<file path="config.mk">
export PLATFORM = sky130hd
export DESIGN_NAME = spp_output
export DESIGN_NICKNAME = d
export VERILOG_FILES = /design/src/sv/spp_pkg.sv /design/src/sv/spp_output.sv
export SDC_FILE = /design/constraint.sdc
export NUM_CORES = 1
export LEC_CHECK = 0
export ABC_AREA = 1
export BUFFER_PORTS_ARGS = -buffer_cell sky130_fd_sc_hd__buf_2
export CAP_MARGIN = 15
export CORE_MARGIN = 3
export CORE_UTILIZATION = 58
export DETAILED_ROUTE_END_ITERATION = 10
export PLACE_DENSITY = 0.89
export SYNTH_ARGS = -nofsm -noshare
export SYNTH_HDL_FRONTEND = slang
export SYNTH_SLANG_ARGS = --single-unit
</file>
<file path="constraint.sdc">
create_clock -name clock -period 5.7 [get_ports clock]
set_clock_uncertainty 0.2 [all_clocks]
set_input_delay 0.855 -clock clock [delete_from_list [all_inputs] [get_ports clock]]
set_output_delay 0.855 -clock clock [all_outputs]
set_load 0.05 [all_outputs]
</file>
<file path="src/sv/spp_pkg.sv">
// Shared constants, types and the arctangent table of the scan point projection.
// No dependencies; every module of the block imports it.
`timescale 1ns / 1ps

package spp_pkg;

   localparam int CORDIC_STAGES = 16;
   localparam int MAX_STAGES    = 24;
   localparam int CORDIC_RUN    = (CORDIC_STAGES > MAX_STAGES) ? MAX_STAGES : CORDIC_STAGES;

   // Datapath widths: x/y carry range * gain in Q30 with CORDIC growth headroom.
   localparam int XW   = 48;
   localparam int ZW   = 32;
   localparam int FRAC = 30;
   localparam int RW   = XW - FRAC;
   localparam int SW   = 34;

   // Cycles from an accepted beat to its result strobe.
   localparam int LATENCY = CORDIC_RUN + 3;

   localparam logic signed [XW-1:0] INV_GAIN   = XW'(64'sd652032875);
   localparam logic signed [XW-1:0] ROUND_HALF = XW'(64'sd1) <<< (FRAC - 1);

   localparam logic [15:0] QUARTER_TURN       = 16'h4000;
   localparam logic [15:0] THREE_QUARTER_TURN = 16'hC000;

   localparam int AW = 5;
   localparam logic [2:0] REG_POSE_X        = 3'd0;
   localparam logic [2:0] REG_POSE_Y        = 3'd1;
   localparam logic [2:0] REG_POSE_HEADING  = 3'd2;
   localparam logic [2:0] REG_RANGE_FLOOR   = 3'd3;
   localparam logic [2:0] REG_RANGE_CEILING = 3'd4;

   typedef struct packed {
      logic valid;
      logic kept;
      logic done;
   } spp_ctl_type;

   // atan(2^-idx) in units of 2^32 counts per turn.
   function automatic logic signed [ZW-1:0] spp_atan(input int idx);
      logic signed [ZW-1:0] val;
      case (idx)
         0:  val = 32'sh20000000;
         1:  val = 32'sh12E4051E;
         2:  val = 32'sh09FB385B;
         3:  val = 32'sh051111D4;
         4:  val = 32'sh028B0D43;
         5:  val = 32'sh0145D7E1;
         6:  val = 32'sh00A2F61E;
         7:  val = 32'sh00517C55;
         8:  val = 32'sh0028BE53;
         9:  val = 32'sh00145F2F;
         10: val = 32'sh000A2F98;
         11: val = 32'sh000517CC;
         12: val = 32'sh00028BE6;
         13: val = 32'sh000145F3;
         14: val = 32'sh0000A2FA;
         15: val = 32'sh0000517D;
         16: val = 32'sh000028BE;
         17: val = 32'sh0000145F;
         18: val = 32'sh00000A30;
         19: val = 32'sh00000518;
         20: val = 32'sh0000028C;
         21: val = 32'sh00000146;
         22: val = 32'sh000000A3;
         23: val = 32'sh00000051;
         default: val = '0;
      endcase
      return val;
   endfunction

endpackage

</file>
<file path="src/sv/spp_output.sv">
// Output stages: rounding to whole millimetres, then pose offset and saturation.
// Depends on spp_pkg for widths, rounding constant and the control struct.
`timescale 1ns / 1ps

module spp_output import spp_pkg::*; (
   input  logic                 clock,
   input  logic                 reset,
   input  spp_ctl_type          ctl_i,
   input  logic signed [XW-1:0] x_i,
   input  logic signed [XW-1:0] y_i,
   input  logic signed [31:0]   pose_x,
   input  logic signed [31:0]   pose_y,
   output logic                 rsp_strobe,
   output logic signed [31:0]   rsp_point_x,
   output logic signed [31:0]   rsp_point_y,
   output logic                 rsp_point_kept,
   output logic                 rsp_scan_done
);

   function automatic logic signed [31:0] sat32(input logic signed [SW-1:0] v);
      logic signed [31:0] res;
      if (v[SW-1:31] == '0 || v[SW-1:31] == '1) begin
         res = v[31:0];
      end else if (v[SW-1]) begin
         res = 32'sh80000000;
      end else begin
         res = 32'sh7FFFFFFF;
      end
      return res;
   endfunction

   spp_ctl_type          ctl_r_ff;
   logic signed [RW-1:0] xr_ff, xr_in, yr_ff, yr_in;
   logic signed [XW-1:0] x_round, y_round;
   logic signed [SW-1:0] x_sum, y_sum;

   logic                 strobe_ff, strobe_in;
   logic signed [31:0]   px_ff, px_in, py_ff, py_in;
   logic                 kept_ff, kept_in, done_ff, done_in;

   assign x_round = x_i + ROUND_HALF;
   assign y_round = y_i + ROUND_HALF;
   assign xr_in   = $signed(x_round[XW-1:FRAC]);
   assign yr_in   = $signed(y_round[XW-1:FRAC]);

   always_ff @(posedge clock) begin
      if (reset) begin
         ctl_r_ff.valid <= 1'b0;
      end else begin
         ctl_r_ff.valid <= ctl_i.valid;
      end
      ctl_r_ff.kept <= ctl_i.kept;
      ctl_r_ff.done <= ctl_i.done;
      xr_ff         <= xr_in;
      yr_ff         <= yr_in;
   end

   assign x_sum = SW'(xr_ff) + SW'(pose_x);
   assign y_sum = SW'(yr_ff) + SW'(pose_y);

   // A dropped return reports zero coordinates.
   assign strobe_in = ctl_r_ff.valid;
   assign kept_in   = ctl_r_ff.kept;
   assign done_in   = ctl_r_ff.done;
   assign px_in     = ctl_r_ff.kept ? sat32(x_sum) : '0;
   assign py_in     = ctl_r_ff.kept ? sat32(y_sum) : '0;

   always_ff @(posedge clock) begin
      if (reset) begin
         strobe_ff <= 1'b0;
      end else begin
         strobe_ff <= strobe_in;
      end
      px_ff   <= px_in;
      py_ff   <= py_in;
      kept_ff <= kept_in;
      done_ff <= done_in;
   end

   assign rsp_strobe     = strobe_ff;
   assign rsp_point_x    = px_ff;
   assign rsp_point_y    = py_ff;
   assign rsp_point_kept = kept_ff;
   assign rsp_scan_done  = done_ff;

endmodule

</file>
# Yosys cells after proc, flatten, opt, wreduce, memory -nomap -nowiden
# Index checks and enable logic that the tools add are counted.
[op_classes]
addsub = 4
n_eq_ne = 2
muxes = 4
reduce_logical = 4
[ops]
columns = ["op", "n"]
rows = [
  ["32-bit two-way mux", 4],
  ["48-bit by 31-bit adder with 48-bit output (second input constant)", 2],
  ["18-bit by 32-bit adder with 33-bit output", 2],
  ["3-bit equality test (second input constant)", 2],
  ["3-bit logical NOT", 2],
  ["1-bit logical OR", 2],
]
[word_totals]
ff_bits = 106
input_bits = 165
out_inout_bits = 67

# Logic depth before layout (Yosys ltp)
# Gate-level depths: netlist of the first run.
[depth]
word_depth = 4
mapped_depth = 16

# Least setup slack after synthesis of the first run
# Ideal clock, no wire load.
[synth_timing]
path_type = "input to register"
startpoint = "input pose_y[0]"
endpoint = "register py_ff[10], in the netlist rsp_point_y[10]"
setup_time_ns = 0.071
arrival_ns = 2.620
required_time_ns = 5.429
slack_ns = 2.808
stages = 16
path_buffers = 1
cell_sequence = "ha_1 -> fa_1 -> nand2_1 -> nand2_1 -> nand3_1 -> nand2_2 -> nand2_2 -> nand2_2 -> nand2_2 -> nand2_1 -> nand2_2 -> nand2_4 -> nor2_8 -> inv_4 -> buf_6 -> a21oi_2"
[synth_between]
elab_chain_cells = 4
elab_cells_between_ends = 6
[synth_lines]
columns = ["element", "line", "text"]
rows = [
  ["from (decl)", "spp_output.sv:12", "input logic signed [31:0] pose_y,"],
  ["18-bit by 32-bit adder with 33-bit output *", "spp_output.sv:59", "assign y_sum = SW'(yr_ff) + SW'(pose_y);"],
  ["3-bit equality test or 3-bit logical NOT (tied branches)", "spp_output.sv:22", "if (v[SW-1:31] == '0 || v[SW-1:31] == '1) begin"],
  ["1-bit logical OR", "spp_output.sv:22", ""],
  ["32-bit two-way mux *", "spp_output.sv:22", ""],
  ["to (signal assigned)", "spp_output.sv:75", "py_ff <= py_in;"],
  ["to (decl)", "spp_output.sv:38", "logic signed [31:0] px_ff, px_in, py_ff, py_in;"],
]
# Every way passes the cells marked *; elsewhere a longest branch is shown, timed or not.
# A chain may end at the register's enable or synchronous reset.

# Worst setup path in the final report of the first run
[layout_timing]
startpoint = "input pose_x[0]"
endpoint = "register px_ff[16], in the netlist rsp_point_x[16]"
[layout_between]
elab_chain_cells = 4
elab_cells_between_ends = 6
[layout_lines]
columns = ["element", "line", "text"]
rows = [
  ["from (decl)", "spp_output.sv:11", "input logic signed [31:0] pose_x,"],
  ["18-bit by 32-bit adder with 33-bit output *", "spp_output.sv:58", "assign x_sum = SW'(xr_ff) + SW'(pose_x);"],
  ["3-bit equality test or 3-bit logical NOT (tied branches)", "spp_output.sv:22", ""],
  ["1-bit logical OR", "spp_output.sv:22", ""],
  ["32-bit two-way mux *", "spp_output.sv:22", ""],
  ["to (signal assigned)", "spp_output.sv:74", "px_ff <= px_in;"],
  ["to (decl)", "spp_output.sv:38", ""],
]
# Marked as above.

==> results of run 1 <==
## registers in the layout (all words and copies together) (netlist names)
register        flops
rsp_point_y        32
xr_ff              18
yr_ff              18
rsp_point_x        32
rsp_point_kept      1
rsp_scan_done       1
done_in             1
rsp_strobe          1
kept_in             1
strobe_in           1
## through the flow
stage,power [W],utilization
4_1_cts,0.002654,0.6972
6_report,0.002652,0.6972
2_1_floorplan,0.001764,-
5_1_grt,0.002808,0.6972
3_3_place_gp,0.001985,0.6739
3_5_place_dp,0.002007,0.6739
## cells by family (layout without fill, tap and decap cells)
group,after synthesis,count (layout),synth area share
AOI/OAI and AO/OA,145,145,0.1088
adders and majority gates,68,68,0.1069
buffers and inverters,204,377,0.1023
xor gates and xnor gates,71,71,0.07680
DFF,106,106,0.2621
and+or+nand+nor,670,670,0.3431
## worst max-delay path, stage by stage
cell and delay (ns):
sky130_fd_sc_hd__buf_2 0.10, sky130_fd_sc_hd__ha_1 0.22, sky130_fd_sc_hd__fa_1 0.41, sky130_fd_sc_hd__nand2_1 0.10
sky130_fd_sc_hd__nand2_1 0.08, sky130_fd_sc_hd__nand3_1 0.11, sky130_fd_sc_hd__nand2_1 0.14, sky130_fd_sc_hd__nand2_1 0.12
sky130_fd_sc_hd__nand2_2 0.08, sky130_fd_sc_hd__nand2_1 0.09, sky130_fd_sc_hd__nand2_1 0.05, sky130_fd_sc_hd__nand2_1 0.08
sky130_fd_sc_hd__nand2_1 0.09, sky130_fd_sc_hd__nand2_2 0.46, sky130_fd_sc_hd__nand2_1 0.15, sky130_fd_sc_hd__a21oi_1 0.16
## final cells by class
class | instances | area, sq um
fillers | 1209 | 4074
multi-input cells | 954 | 5146
clock buffers | 10 | 229.0
well taps | 176 | 220.2
flip-flops and latches | 106 | 2122
repair buffers | 174 | 873.3
inverters | 187 | 704.4
clock inverters | 6 | 83.83
## cell usage in the layout (no fill, tap or decap), types with 19 or more instances in the layout
master                    instances
sky130_fd_sc_hd__a21oi_1         86
sky130_fd_sc_hd__nand2_1        447
sky130_fd_sc_hd__ha_1            66
sky130_fd_sc_hd__dfxtp_1        106
sky130_fd_sc_hd__nand2_2         19
sky130_fd_sc_hd__nor2_1         106
sky130_fd_sc_hd__a21oi_2         32
sky130_fd_sc_hd__nand3_1         60
sky130_fd_sc_hd__buf_2          173
sky130_fd_sc_hd__inv_1          177
sky130_fd_sc_hd__xor2_1          52
sky130_fd_sc_hd__xnor2_1         19
## final timing paths
check / start / endpoint / slack [ns] / depth (start not counted)
worst max-delay path: pose_x[0] / rsp_point_x[16]$_SDFF_PN0_ / 2.48 / 16
worst max register to register: xr_ff[17]$_DFF_P_ / rsp_point_x[16]$_SDFF_PN0_ / 2.50 / 12
worst min-delay path: done_in$_DFF_P_ / rsp_scan_done$_DFF_P_ / 0.13 / 0
worst min register to register: done_in$_DFF_P_ / rsp_scan_done$_DFF_P_ / 0.13 / 0
## where the power goes
group	switching [W]	internal, W	total, W	leakage [nW]
Combinational	0.000802	0.000328	0.00113	4.36
Clock	0.000300	0.000351	0.000651	0.152
Sequential	0.0000301	0.000840	0.000870	0.889
Total	0.00113	0.00152	0.00265	5.41
## per-layer routing
layer / global-route usage / vias up
met5: 0 / -
met2: 0.4946 / 292
met1: 0.3110 / 3571
met3: 0.03996 / 46
li1: - / 4277
met4: 0.1034 / 0
==> results.py, run 1 <==
metrics = {
    "flow_run": {
        "number_of_maximum_capacitance_violations": 0,
    },
    "logic_synthesis": {
        "yosys.cell_count.top_type": "sky130_fd_sc_hd__nand2_1",
        "ys_types": 32,
        "synth-warning-count": 0,
        "synth_edf_count": 0,
        "synth_common_cells": "447 x sky130_fd_sc_hd__nand2_1, 177 x sky130_fd_sc_hd__inv_1, 106 x sky130_fd_sc_hd__dfxtp_1, 106 x sky130_fd_sc_hd__nor2_1, 86 x sky130_fd_sc_hd__a21oi_1",
        "synth.top_cell.area_share": 0.2621,
        "synth_async_sr_flop_share": 0,
        "synth_top_flop_cell": "sky130_fd_sc_hd__dfxtp_1",
        "synth.yosys.seq_area_share": 0.2621,
        "net_count_after_synthesis": 1497,
        "synth-seq-cells": 106,
        "syn-mean-instance-area_sq_um": 6.405,
        "synth_area_leader_cell": "sky130_fd_sc_hd__dfxtp_1",
        "synthCells": 1264,
        "syn_area_sq_mm": 0.008097,
        "synthTopCellsByArea": "sky130_fd_sc_hd__dfxtp_1 26%, sky130_fd_sc_hd__nand2_1 21%, sky130_fd_sc_hd__ha_1 10%, sky130_fd_sc_hd__inv_1 8.2%, sky130_fd_sc_hd__xor2_1 5.6%",
    },
    "setup_path": {
        "crit_type": "input pin to flop",
        "cp-start-kind": "input pin",
        "timing.critical_path.fanout_max": 31,
        "cp_data_required_time_ns": 5.78,
        "critical_path.endpoint_type": "flop",
        "worst-endpoint-arrival_ns": 3.30,
    },
    "grt": {
        "globalRouteOverflowTotal": 0,
        "vias_in_the_first_global_route": 7456,
        "antenna_violations_before_repair": 0,
        "wire_length_of_the_first_global_routing_pass_um": 32840,
        "grt_start_max_net_pins": 65,
        "grt.total_usage": 0.2684,
    },
    "routing": {
        "detail_route.wl_per_cell_um": 12.63,
        "met1_length_um": 8267,
        "wl_met2_um": 10170,
        "drt_iter0_markers": 687,
        "dr.pass1.iters": 5,
        "antenna_left": 0,
        "routed_wirelength_um": 20370,
        "route.top_layer_used": "met4",
        "drt_drc_violations_left": 0,
        "drt-vias-per-instance": 5.075,
        "route.met3.wl_um": 1314,
        "num_vias": 8186,
    },
    "pwr": {
        "power.static_leakage_nw": 5.406,
        "max-vdd-ir-drop_uv": 166.7,
        "power_density_mw_per_mm2": 282.7,
    },
    "sta": {
        "holdWs_ns": 0.1316,
        "grt_setup_unrepaired": "no",
        "tightestPinTransition_ns": 0.7845,
        "final_number_of_setup_violating_endpoints": 0,
        "maxSlewViolCount": 0,
        "achievable-frequency_mhz": 310.1,
        "final_critical_path_setup_slack_ns": 2.476,
        "timing_hold_violations_final": 0,
        "final.period_utilization": 0.5657,
        "maxSlewHeadroom": 0.4770,
        "totalNegativeSetupSlack_ns": 0,
        "fin_crit_ns": 3.224,
    },
    "cts": {
        "post_cts_resize_count": 0,
        "clkTransAtPathRegs_ns": 0.06,
        "tritoncts_num_sinks": 106,
        "cts_hold_repair.buffers": 0,
        "cts_buffer_depth": 2,
        "ctsHtreeMaxLevel": 3,
        "clk-insertion-delay-late_ns": 0.37,
        "post-cts-setup-buffer-count": 0,
        "cts_root_buffer": "sky130_fd_sc_hd__clkbuf_16",
        "tritoncts": "yes",
        "cts-buffers-inserted": 9,
    },
    "finish": {
        "final_nets": 1665,
        "post_layout_nonfiller_instances": 1613,
        "finalInstanceArea_sq_mm": 0.009379,
        "drive_above_1_share": 0.1851,
        "insertedDiodeCount": 0,
        "flow.area_growth_from_synthesis_pct": 15.84,
    },
    "floorplanning": {
        "coreArea_sq_mm": 0.01345,
        "io_pins": 232,
        "dieWidth_um": 124.2,
        "rows": 42,
        "initial_core_util": 0.6018,
        "dieHeight_um": 124.2,
        "floorplan.die_area_sq_mm": 0.01541,
    },
    "placement": {
        "dpl_cell_area_sq_mm": 0.009066,
        "place.gp.congestion": 0.9309,
        "portBuffers": 173,
        "dp_hpwl_um": 16860,
        "placedCellCount": 1597,
        "pre_cts_slack_ns": 2.132,
    },
    "status": {
        "run_status": "completed",
    },
    "hold_path": {
        "worstHoldPathType": "flop to flop",
    },
}
Note: power is estimated with default switching activity, not from simulation.
==> inputs of run 2 (changes only) <==
--- a/config.mk
+++ b/config.mk
@@ -9,9 +9,9 @@
 export BUFFER_PORTS_ARGS = -buffer_cell sky130_fd_sc_hd__buf_2
 export CAP_MARGIN = 15
 export CORE_MARGIN = 3
-export CORE_UTILIZATION = 58
+export CORE_UTILIZATION = 48
 export DETAILED_ROUTE_END_ITERATION = 10
-export PLACE_DENSITY = 0.89
+export PLACE_DENSITY = 0.79
 export SYNTH_ARGS = -nofsm -noshare
 export SYNTH_HDL_FRONTEND = slang
 export SYNTH_SLANG_ARGS = --single-unit
==> constraint.sdc (replaced) <==
create_clock -name clock -period 2.68 [get_ports clock]
set_clock_uncertainty 0.2 [all_clocks]
set_input_delay 0.402 -clock clock [delete_from_list [all_inputs] [get_ports clock]]
set_output_delay 0.402 -clock clock [all_outputs]
set_load 0.05 [all_outputs]
==> run 2 against run 1 <==
Effect of this change:
- flip-flop and latch count unchanged
- via count grew 0.13%
- largest power group unchanged
- global-route usage down 4.3 points
- total power increased by 120%
- first-iteration DRC count down 25%
- die area is 20% higher
- non-clock buffer count increased by 20
- critical path depth is 4 lower
- register-to-register slack lost 2.3 ns
- utilization decreased by 9.5 points
- largest cell class unchanged
==> results.py, run 2 (same netlist as run 1, synthesis figures left out) <==
metrics = {
    "cts": {
        "ctsHtreeMaxLevel": 3,
        "tritoncts": "yes",
        "clk-insertion-delay-late_ns": 0.36,
        "cts_root_buffer": "sky130_fd_sc_hd__clkbuf_16",
        "cts-buffers-inserted": 9,
        "cts_buffer_depth": 2,
        "tritoncts_num_sinks": 106,
        "clkTransAtPathRegs_ns": 0.08,
    },
    "setup_path": {
        "timing.critical_path.fanout_max": 25,
        "crit_top_cell": "sky130_fd_sc_hd__nand2_1",
        "path_cells": "ha_1 > nand2_1 > nand2_1 > a21oi_1 > nand2_1 > a21oi_2 > nand2_1 > nand2_2 > nand2_4 > nor2_8 > inv_6 > a21oi_1",
        "path_buf_inv": 1,
        "timing.critical_path.slowest_stage_cell": "sky130_fd_sc_hd__dfxtp_4",
        "worst-endpoint-arrival_ns": 2.62,
        "timing.critical_path.slowest_cell_delay_ns": 0.41,
        "cp-start-kind": "flop",
        "reg2reg_slack_ns": 0.15,
        "ff2ff_path_depth": 12,
        "cp_data_required_time_ns": 2.77,
        "critical_path.reg2reg.startpoint": "yr_ff[17]$_DFF_P_",
        "critical_path.endpoint_type": "flop",
        "r2r_end": "rsp_point_y[1]$_SDFF_PN0_",
        "critical-path-top-delay-family": "simple AND/OR/NAND/NOR gates",
        "crit_type": "flop to flop",
    },
    "grt": {
        "antenna_violations_before_repair": 0,
        "wire_length_of_the_first_global_routing_pass_um": 33780,
        "grt.total_usage": 0.2250,
        "vias_in_the_first_global_route": 7560,
        "grt_start_max_net_pins": 39,
        "globalRouteOverflowTotal": 0,
    },
    "routing": {
        "dr.pass1.iters": 6,
        "drt_iter0_markers": 518,
        "num_vias": 8197,
        "routed_wirelength_um": 20930,
        "detail_route.wl_per_cell_um": 12.51,
        "drt-vias-per-instance": 4.900,
        "antenna_left": 0,
        "drt_drc_violations_left": 0,
    },
    "hold_path": {
        "min-delay-start": "y_i[47]",
        "timing.hold.worst_path_depth": 2,
        "worstHoldPathType": "input pin to flop",
        "worst_hold_path.endpoint": "yr_ff[17]$_DFF_P_",
    },
    "sta": {
        "maxSlewViolCount": 0,
        "maxSlewHeadroom": 0.6141,
        "achievable-frequency_mhz": 395.8,
        "holdWs_ns": 0.02070,
        "timing_hold_violations_final": 0,
        "tightestPinTransition_ns": 0.5781,
        "final_number_of_setup_violating_endpoints": 0,
        "final_critical_path_setup_slack_ns": 0.1532,
        "final.period_utilization": 0.9428,
        "fin_crit_ns": 2.527,
    },
    "finish": {
        "flow.area_growth_from_synthesis_pct": 20.34,
        "layout.cells.most_common": "sky130_fd_sc_hd__nand2_1",
        "seq_area_sq_mm": 0.002130,
        "final.fill_count": 1518,
        "multi_input_comb_area_sq_mm": 0.005210,
        "drive_above_1_share": 0.2080,
        "final_nets": 1685,
        "layout.cells.most_common_list": "445 x sky130_fd_sc_hd__nand2_1, 177 x sky130_fd_sc_hd__inv_1, 173 x sky130_fd_sc_hd__buf_2",
        "insertedDiodeCount": 0,
    },
    "status": {
        "run_status": "completed",
    },
    "pwr": {
        "max-vdd-ir-drop_uv": 321.4,
        "power.static_leakage_nw": 5.538,
        "power_density_mw_per_mm2": 595.0,
    },
    "placement": {
        "place.gp.congestion": 0.9418,
        "portBuffers": 173,
        "dp_hpwl_um": 17280,
        "pre_cts_slack_ns": -0.1233,
    },
    "floorplanning": {
        "floorplan.die_area_sq_mm": 0.01846,
        "dieHeight_um": 135.9,
        "dieWidth_um": 135.9,
        "coreArea_sq_mm": 0.01617,
        "rows": 46,
        "io_pins": 232,
        "initial_core_util": 0.5006,
    },
    "flow_run": {
        "number_of_maximum_capacitance_violations": 0,
    },
}
-- run 2: report_power, final --
| part | leakage [nW] | internal (W) | switching [W] |
|---|---|---|---|
| Sequential | 0.890 | 0.00179 | 0.0000594 |
| Combinational | 4.49 | 0.000780 | 0.00175 |
| Clock | 0.155 | 0.000773 | 0.000652 |
| Total | 5.54 | 0.00334 | 0.00246 |
-- run 2: area by class of cell --
| class | count | area share |
|---|---|---|
| clock buffer | 10 | 0.02453 |
| clock inverter | 6 | 0.008733 |
| inverter | 187 | 0.07256 |
| multi-input combinational | 954 | 0.5347 |
| sequential | 106 | 0.2186 |
| tap | 216 | 0.02774 |
| timing repair buffer | 194 | 0.1131 |
-- run 2: per-stage QoR --
| step | total power [W] | instance area [sq um] | utilization | setup TNS, ns | cells |
|---|---|---|---|---|---|
| 2_1_floorplan | 0.003752 | 8097 | - | 0 | 1264 |
| 3_3_place_gp | 0.004307 | 9271 | 0.5733 | -1.317 | 1651 |
| 3_5_place_dp | 0.004340 | 9271 | 0.5733 | -4.749 | 1651 |
| 4_1_cts | 0.005772 | 9628 | 0.5953 | 0 | 1670 |
| 5_1_grt | 0.006140 | 9743 | 0.6024 | -0.08206 | 1673 |
| 6_report | 0.005797 | 9743 | 0.6024 | 0 | 1673 |
-- run 2: per-layer routing --
metal / track usage / wire length, um / vias to the layer above / share of wire
met5: 0 / 0 / - / 0
met4: 0.08735 / 649 / 0 / 0.031
met3: 0.03701 / 1323 / 45 / 0.063
met2: 0.4082 / 10310 / 255 / 0.49
met1: 0.2644 / 8645 / 3571 / 0.41
li1: - / - / 4326 / -
-- run 2: worst max-delay path by stage --
stage,from,to,cells past startpoint,slack [ns]
after floorplan,pose_y[0],rsp_point_y[10]$_SDFF_PN0_,16,0.24
after global placement,yr_ff[17]$_DFF_P_,rsp_point_y[1]$_SDFF_PN0_,11,-0.05
after detailed placement,xr_ff[17]$_DFF_P_,rsp_point_x[18]$_SDFF_PN0_,13,-0.12
after CTS,xr_ff[17]$_DFF_P_,rsp_point_x[26]$_SDFF_PN0_,13,0.05
after global routing,xr_ff[0]$_DFF_P_,rsp_point_x[27]$_SDFF_PN0_,16,-0.01
final,yr_ff[17]$_DFF_P_,rsp_point_y[1]$_SDFF_PN0_,12,0.15
-- run 2: what timing repair did --
action	CTS	global route
endpoints found under the hold margin	4	0
gates cloned	0	1
hold buffers	3	0
setup endpoints to repair	61	62
pin swaps	0	2
setup buffers	0	2
resized for setup	2	25
==> inputs of run 3 (changes only) <==
--- a/config.mk
+++ b/config.mk
@@ -5,11 +5,11 @@
 export SDC_FILE = /design/constraint.sdc
 export NUM_CORES = 1
 export LEC_CHECK = 0
-export ABC_AREA = 1
+export ABC_AREA = 0
 export BUFFER_PORTS_ARGS = -buffer_cell sky130_fd_sc_hd__buf_2
 export CAP_MARGIN = 15
 export CORE_MARGIN = 3
-export CORE_UTILIZATION = 48
+export CORE_UTILIZATION = 46
 export DETAILED_ROUTE_END_ITERATION = 10
 export PLACE_DENSITY = 0.79
 export SYNTH_ARGS = -nofsm -noshare
==> run 3 against run 2 <==
Effect of this change:
- the run now ends with setup timing left
- final cell count decreased by 24%
- largest cell class unchanged
- via count decreased by 16%
- critical endpoint is now rsp_point_y[21]$_SDFF_PN0_
- first-iteration DRC count decreased by 4.2%
- synthesized cell count decreased by 43%
- area after synthesis decreased by 19%
- total power increased by 5.3%
==> results.py, run 3 <==
metrics = {
    "setup_path": {
        "ff2ff_path_depth": 12,
        "r2r_end": "rsp_point_y[21]$_SDFF_PN0_",
        "path_buf_inv": 1,
        "critical_path.endpoint_type": "flop",
        "timing.critical_path.fanout_max": 23,
        "reg2reg_slack_ns": -0.40,
        "worst-endpoint-arrival_ns": 3.13,
        "timing.critical_path.slowest_stage_cell": "sky130_fd_sc_hd__fa_2",
        "critical_path.reg2reg.startpoint": "yr_ff[0]$_DFF_P_",
        "crit_top_cell": "sky130_fd_sc_hd__a21o_1",
        "crit_type": "flop to flop",
        "cp-start-kind": "flop",
        "timing.critical_path.slowest_cell_delay_ns": 0.42,
        "critical-path-top-delay-family": "compound AO/OA/AOI/OAI gates",
        "path_cells": "ha_4 > fa_2 > a211oi_4 > o31ai_2 > o31ai_4 > a211oi_2 > o2111ai_2 > a21o_1 > o211a_1 > a31oi_2 > buf_12 > a21o_1",
        "cp_data_required_time_ns": 2.72,
    },
    "cts": {
        "clk-insertion-delay-late_ns": 0.35,
        "cts-buffers-inserted": 9,
        "tritoncts": "yes",
        "clkTransAtPathRegs_ns": 0.07,
        "tritoncts_num_sinks": 106,
        "cts_root_buffer": "sky130_fd_sc_hd__clkbuf_16",
        "cts_buffer_depth": 2,
        "ctsHtreeMaxLevel": 3,
    },
    "floorplanning": {
        "coreArea_sq_mm": 0.01393,
        "dieHeight_um": 125.5,
        "floorplan.die_area_sq_mm": 0.01575,
        "initial_core_util": 0.4714,
        "rows": 43,
        "dieWidth_um": 125.5,
        "io_pins": 232,
    },
    "sta": {
        "maxSlewViolCount": 0,
        "final_critical_path_setup_slack_ns": -0.4049,
        "totalNegativeSetupSlack_ns": -21.21,
        "maxSlewHeadroom": 0.5866,
        "timing_hold_violations_final": 0,
        "fin_crit_ns": 3.085,
        "achievable-frequency_mhz": 324.2,
        "final.period_utilization": 1.151,
        "grt_setup_unrepaired": "yes",
        "holdWs_ns": 0.03422,
        "tightestPinTransition_ns": 0.6153,
        "final_number_of_setup_violating_endpoints": 63,
    },
    "pwr": {
        "max-vdd-ir-drop_uv": 337.5,
        "fraction_of_power_consumed_by_the_clock_network": 0.222,
        "switching_share": 0.3897,
        "internal_power_w": 0.003726,
        "power.static_leakage_nw": 5.086,
        "part_of_the_power_in_registers": 0.310,
        "power.share.combinational": 0.468,
        "post_layout_total_power_w": 0.006105,
        "power_density_mw_per_mm2": 605.9,
        "net-switching-power_w": 0.002379,
    },
    "logic_synthesis": {
        "synthTopCellsByArea": "sky130_fd_sc_hd__dfxtp_1 32%, sky130_fd_sc_hd__ha_1 13%, sky130_fd_sc_hd__a21o_1 10%, sky130_fd_sc_hd__xnor2_1 8.7%, sky130_fd_sc_hd__a21oi_1 4.7%",
        "yosys.cell_count.top_type": "sky130_fd_sc_hd__dfxtp_1",
        "synth_area_leader_cell": "sky130_fd_sc_hd__dfxtp_1",
        "synth.yosys.seq_area_share": 0.3230,
        "synthCells": 721,
        "syn_area_sq_mm": 0.006569,
        "synth.top_cell.area_share": 0.3230,
        "synth-warning-count": 0,
        "syn-mean-instance-area_sq_um": 9.111,
        "net_count_after_synthesis": 954,
        "synth-seq-cells": 106,
        "synth_common_cells": "106 x sky130_fd_sc_hd__dfxtp_1, 91 x sky130_fd_sc_hd__a21o_1, 66 x sky130_fd_sc_hd__ha_1",
        "ys_types": 60,
        "synth_async_sr_flop_share": 0,
        "synth_edf_count": 0,
        "synth_top_flop_cell": "sky130_fd_sc_hd__dfxtp_1",
    },
    "placement": {
        "dpl_cell_area_sq_mm": 0.009135,
        "dp_hpwl_um": 14740,
        "pre_cts_slack_ns": -0.9241,
        "place.gp.congestion": 0.9099,
        "portBuffers": 173,
    },
    "grt": {
        "vias_in_the_first_global_route": 6711,
        "wire_length_of_the_first_global_routing_pass_um": 31820,
        "antenna_violations_before_repair": 0,
        "grt.total_usage": 0.2444,
        "grt_start_max_net_pins": 24,
        "globalRouteOverflowTotal": 0,
    },
    "routing": {
        "dr.pass1.iters": 5,
        "num_vias": 6893,
        "antenna_left": 0,
        "met1_length_um": 8269,
        "drt-vias-per-instance": 5.402,
        "detail_route.wl_per_cell_um": 16.09,
        "route.met3.wl_um": 1048,
        "route.top_layer_used": "met4",
        "wl_met2_um": 10770,
        "drt_drc_violations_left": 0,
        "routed_wirelength_um": 20530,
        "drt_iter0_markers": 496,
    },
    "finish": {
        "final.fill_count": 959,
        "finalInstanceArea_sq_mm": 0.01008,
        "insertedDiodeCount": 0,
        "drive_above_1_share": 0.4352,
        "layout.cells.most_common": "sky130_fd_sc_hd__buf_4",
        "final_nets": 1324,
        "layout.cells.most_common_list": "183 x sky130_fd_sc_hd__buf_4, 173 x sky130_fd_sc_hd__buf_2, 101 x sky130_fd_sc_hd__dfxtp_1",
        "flow.area_growth_from_synthesis_pct": 53.39,
    },
    "hold_path": {
        "worstHoldPathType": "input pin to flop",
        "min-delay-start": "x_i[47]",
        "worst_hold_path.endpoint": "xr_ff[17]$_DFF_P_",
        "timing.hold.worst_path_depth": 2,
    },
    "flow_run": {
        "number_of_maximum_capacitance_violations": 0,
    },
    "status": {
        "failed_checks": "setup timing",
        "run_status": "finished, violations left",
    },
}
==> run 3: changes by cell type after synthesis, sizes merged, moves of 27 or more <==
cell   before  now
nor2      113   25
nand3      63   34
nand2     470   47
a21oi     118   63
inv       187   16
a21o        3   91
xnor2      19   65
xor2       52   25
==> run 3: how the worst max path moves through the flow <==
stage	start	to	slack, ns	cells after the start
3_3_place_gp	pose_y[1]	rsp_point_y[30]$_SDFF_PN0_	-0.85	11
3_5_place_dp	pose_y[1]	rsp_point_y[30]$_SDFF_PN0_	-0.92	11
5_1_grt	yr_ff[0]$_DFF_P_	rsp_point_y[21]$_SDFF_PN0_	-0.53	12
6_report	yr_ff[0]$_DFF_P_	rsp_point_y[21]$_SDFF_PN0_	-0.40	12
4_1_cts	yr_ff[0]$_DFF_P_	rsp_point_y[17]$_SDFF_PN0_	-0.38	12
2_1_floorplan	pose_y[0]	rsp_point_y[6]$_SDFF_PN0_	-0.28	12
==> run 3: per-layer routing <==
| metal | up-vias | global-route usage |
|---|---|---|
| met5 | - | 0 |
| met4 | 0 | 0.07398 |
| met2 | 231 | 0.4459 |
| li1 | 3388 | - |
| met1 | 3233 | 0.2920 |
| met3 | 41 | 0.04186 |
==> run 3: what timing repair did <==
action                     in CTS  in global routing
setup endpoints to repair      63                 64
hold endpoints to repair        3                  0
cloned                          4                  1
hold buffers                    3                  0
pin swaps                      10                 26
setup buffers                  19                  8
gates resized for setup        29                 43
==> run 3: stage by stage <==
stage / cells / utilization
finish: 1276 / 0.7231
CTS: 1270 / 0.7057
detailed placement: 1228 / 0.6556
global route: 1276 / 0.7231
global placement: 1228 / 0.6556
floorplan: 721 / -
==> run 3: cells by family (layout without fill, tap and decap cells) <==
group,Yosys count,in the layout,synth area share
XOR/XNOR,90,90,0.1200
AO/OA/AOI/OAI,252,253,0.2651
buffers and inverters,34,408,0.02743
adder cells (fa/ha/maj),68,68,0.1318
multiplexers,2,2,0.003048
AND/OR/NAND/NOR,169,169,0.1295
flip-flops,106,106,0.3230
==> run 3: cell type report <==
| cell class | count | area, sq um | share of cell area |
|---|---|---|---|
| Tap cell | 180 | 225.2 | 0.02235 |
| Sequential cell | 106 | 2131 | 0.2115 |
| Clock buffer | 10 | 239.0 | 0.02372 |
| Multi-Input combinational cell | 582 | 4817 | 0.4781 |
| Clock inverter | 6 | 65.06 | 0.006457 |
| Timing Repair Buffer | 376 | 2539 | 0.2520 |
| Inverter | 16 | 60.06 | 0.005961 |
==> run 3: power by group through the flow <==
stage	Sequential [W]	Combinational [W]	Clock (W)
floorplan	0.00266	0.00105	0
global placement	0.00192	0.00256	0
detailed placement	0.00193	0.00261	0
CTS	0.00190	0.00275	0.00137
global route	0.00191	0.00304	0.00143
finish	0.00189	0.00286	0.00135
==> run 3: worst reg2reg max path: cells and delay by family (launching register included) <==
| kind | cells | cell delay [ns] |
|---|---|---|
| adders and majority gates | 2 | 0.59 |
| AOI/OAI and AO/OA | 9 | 1.65 |
| buffers and inverters | 1 | 0.19 |
| DFF | 1 | 0.34 |
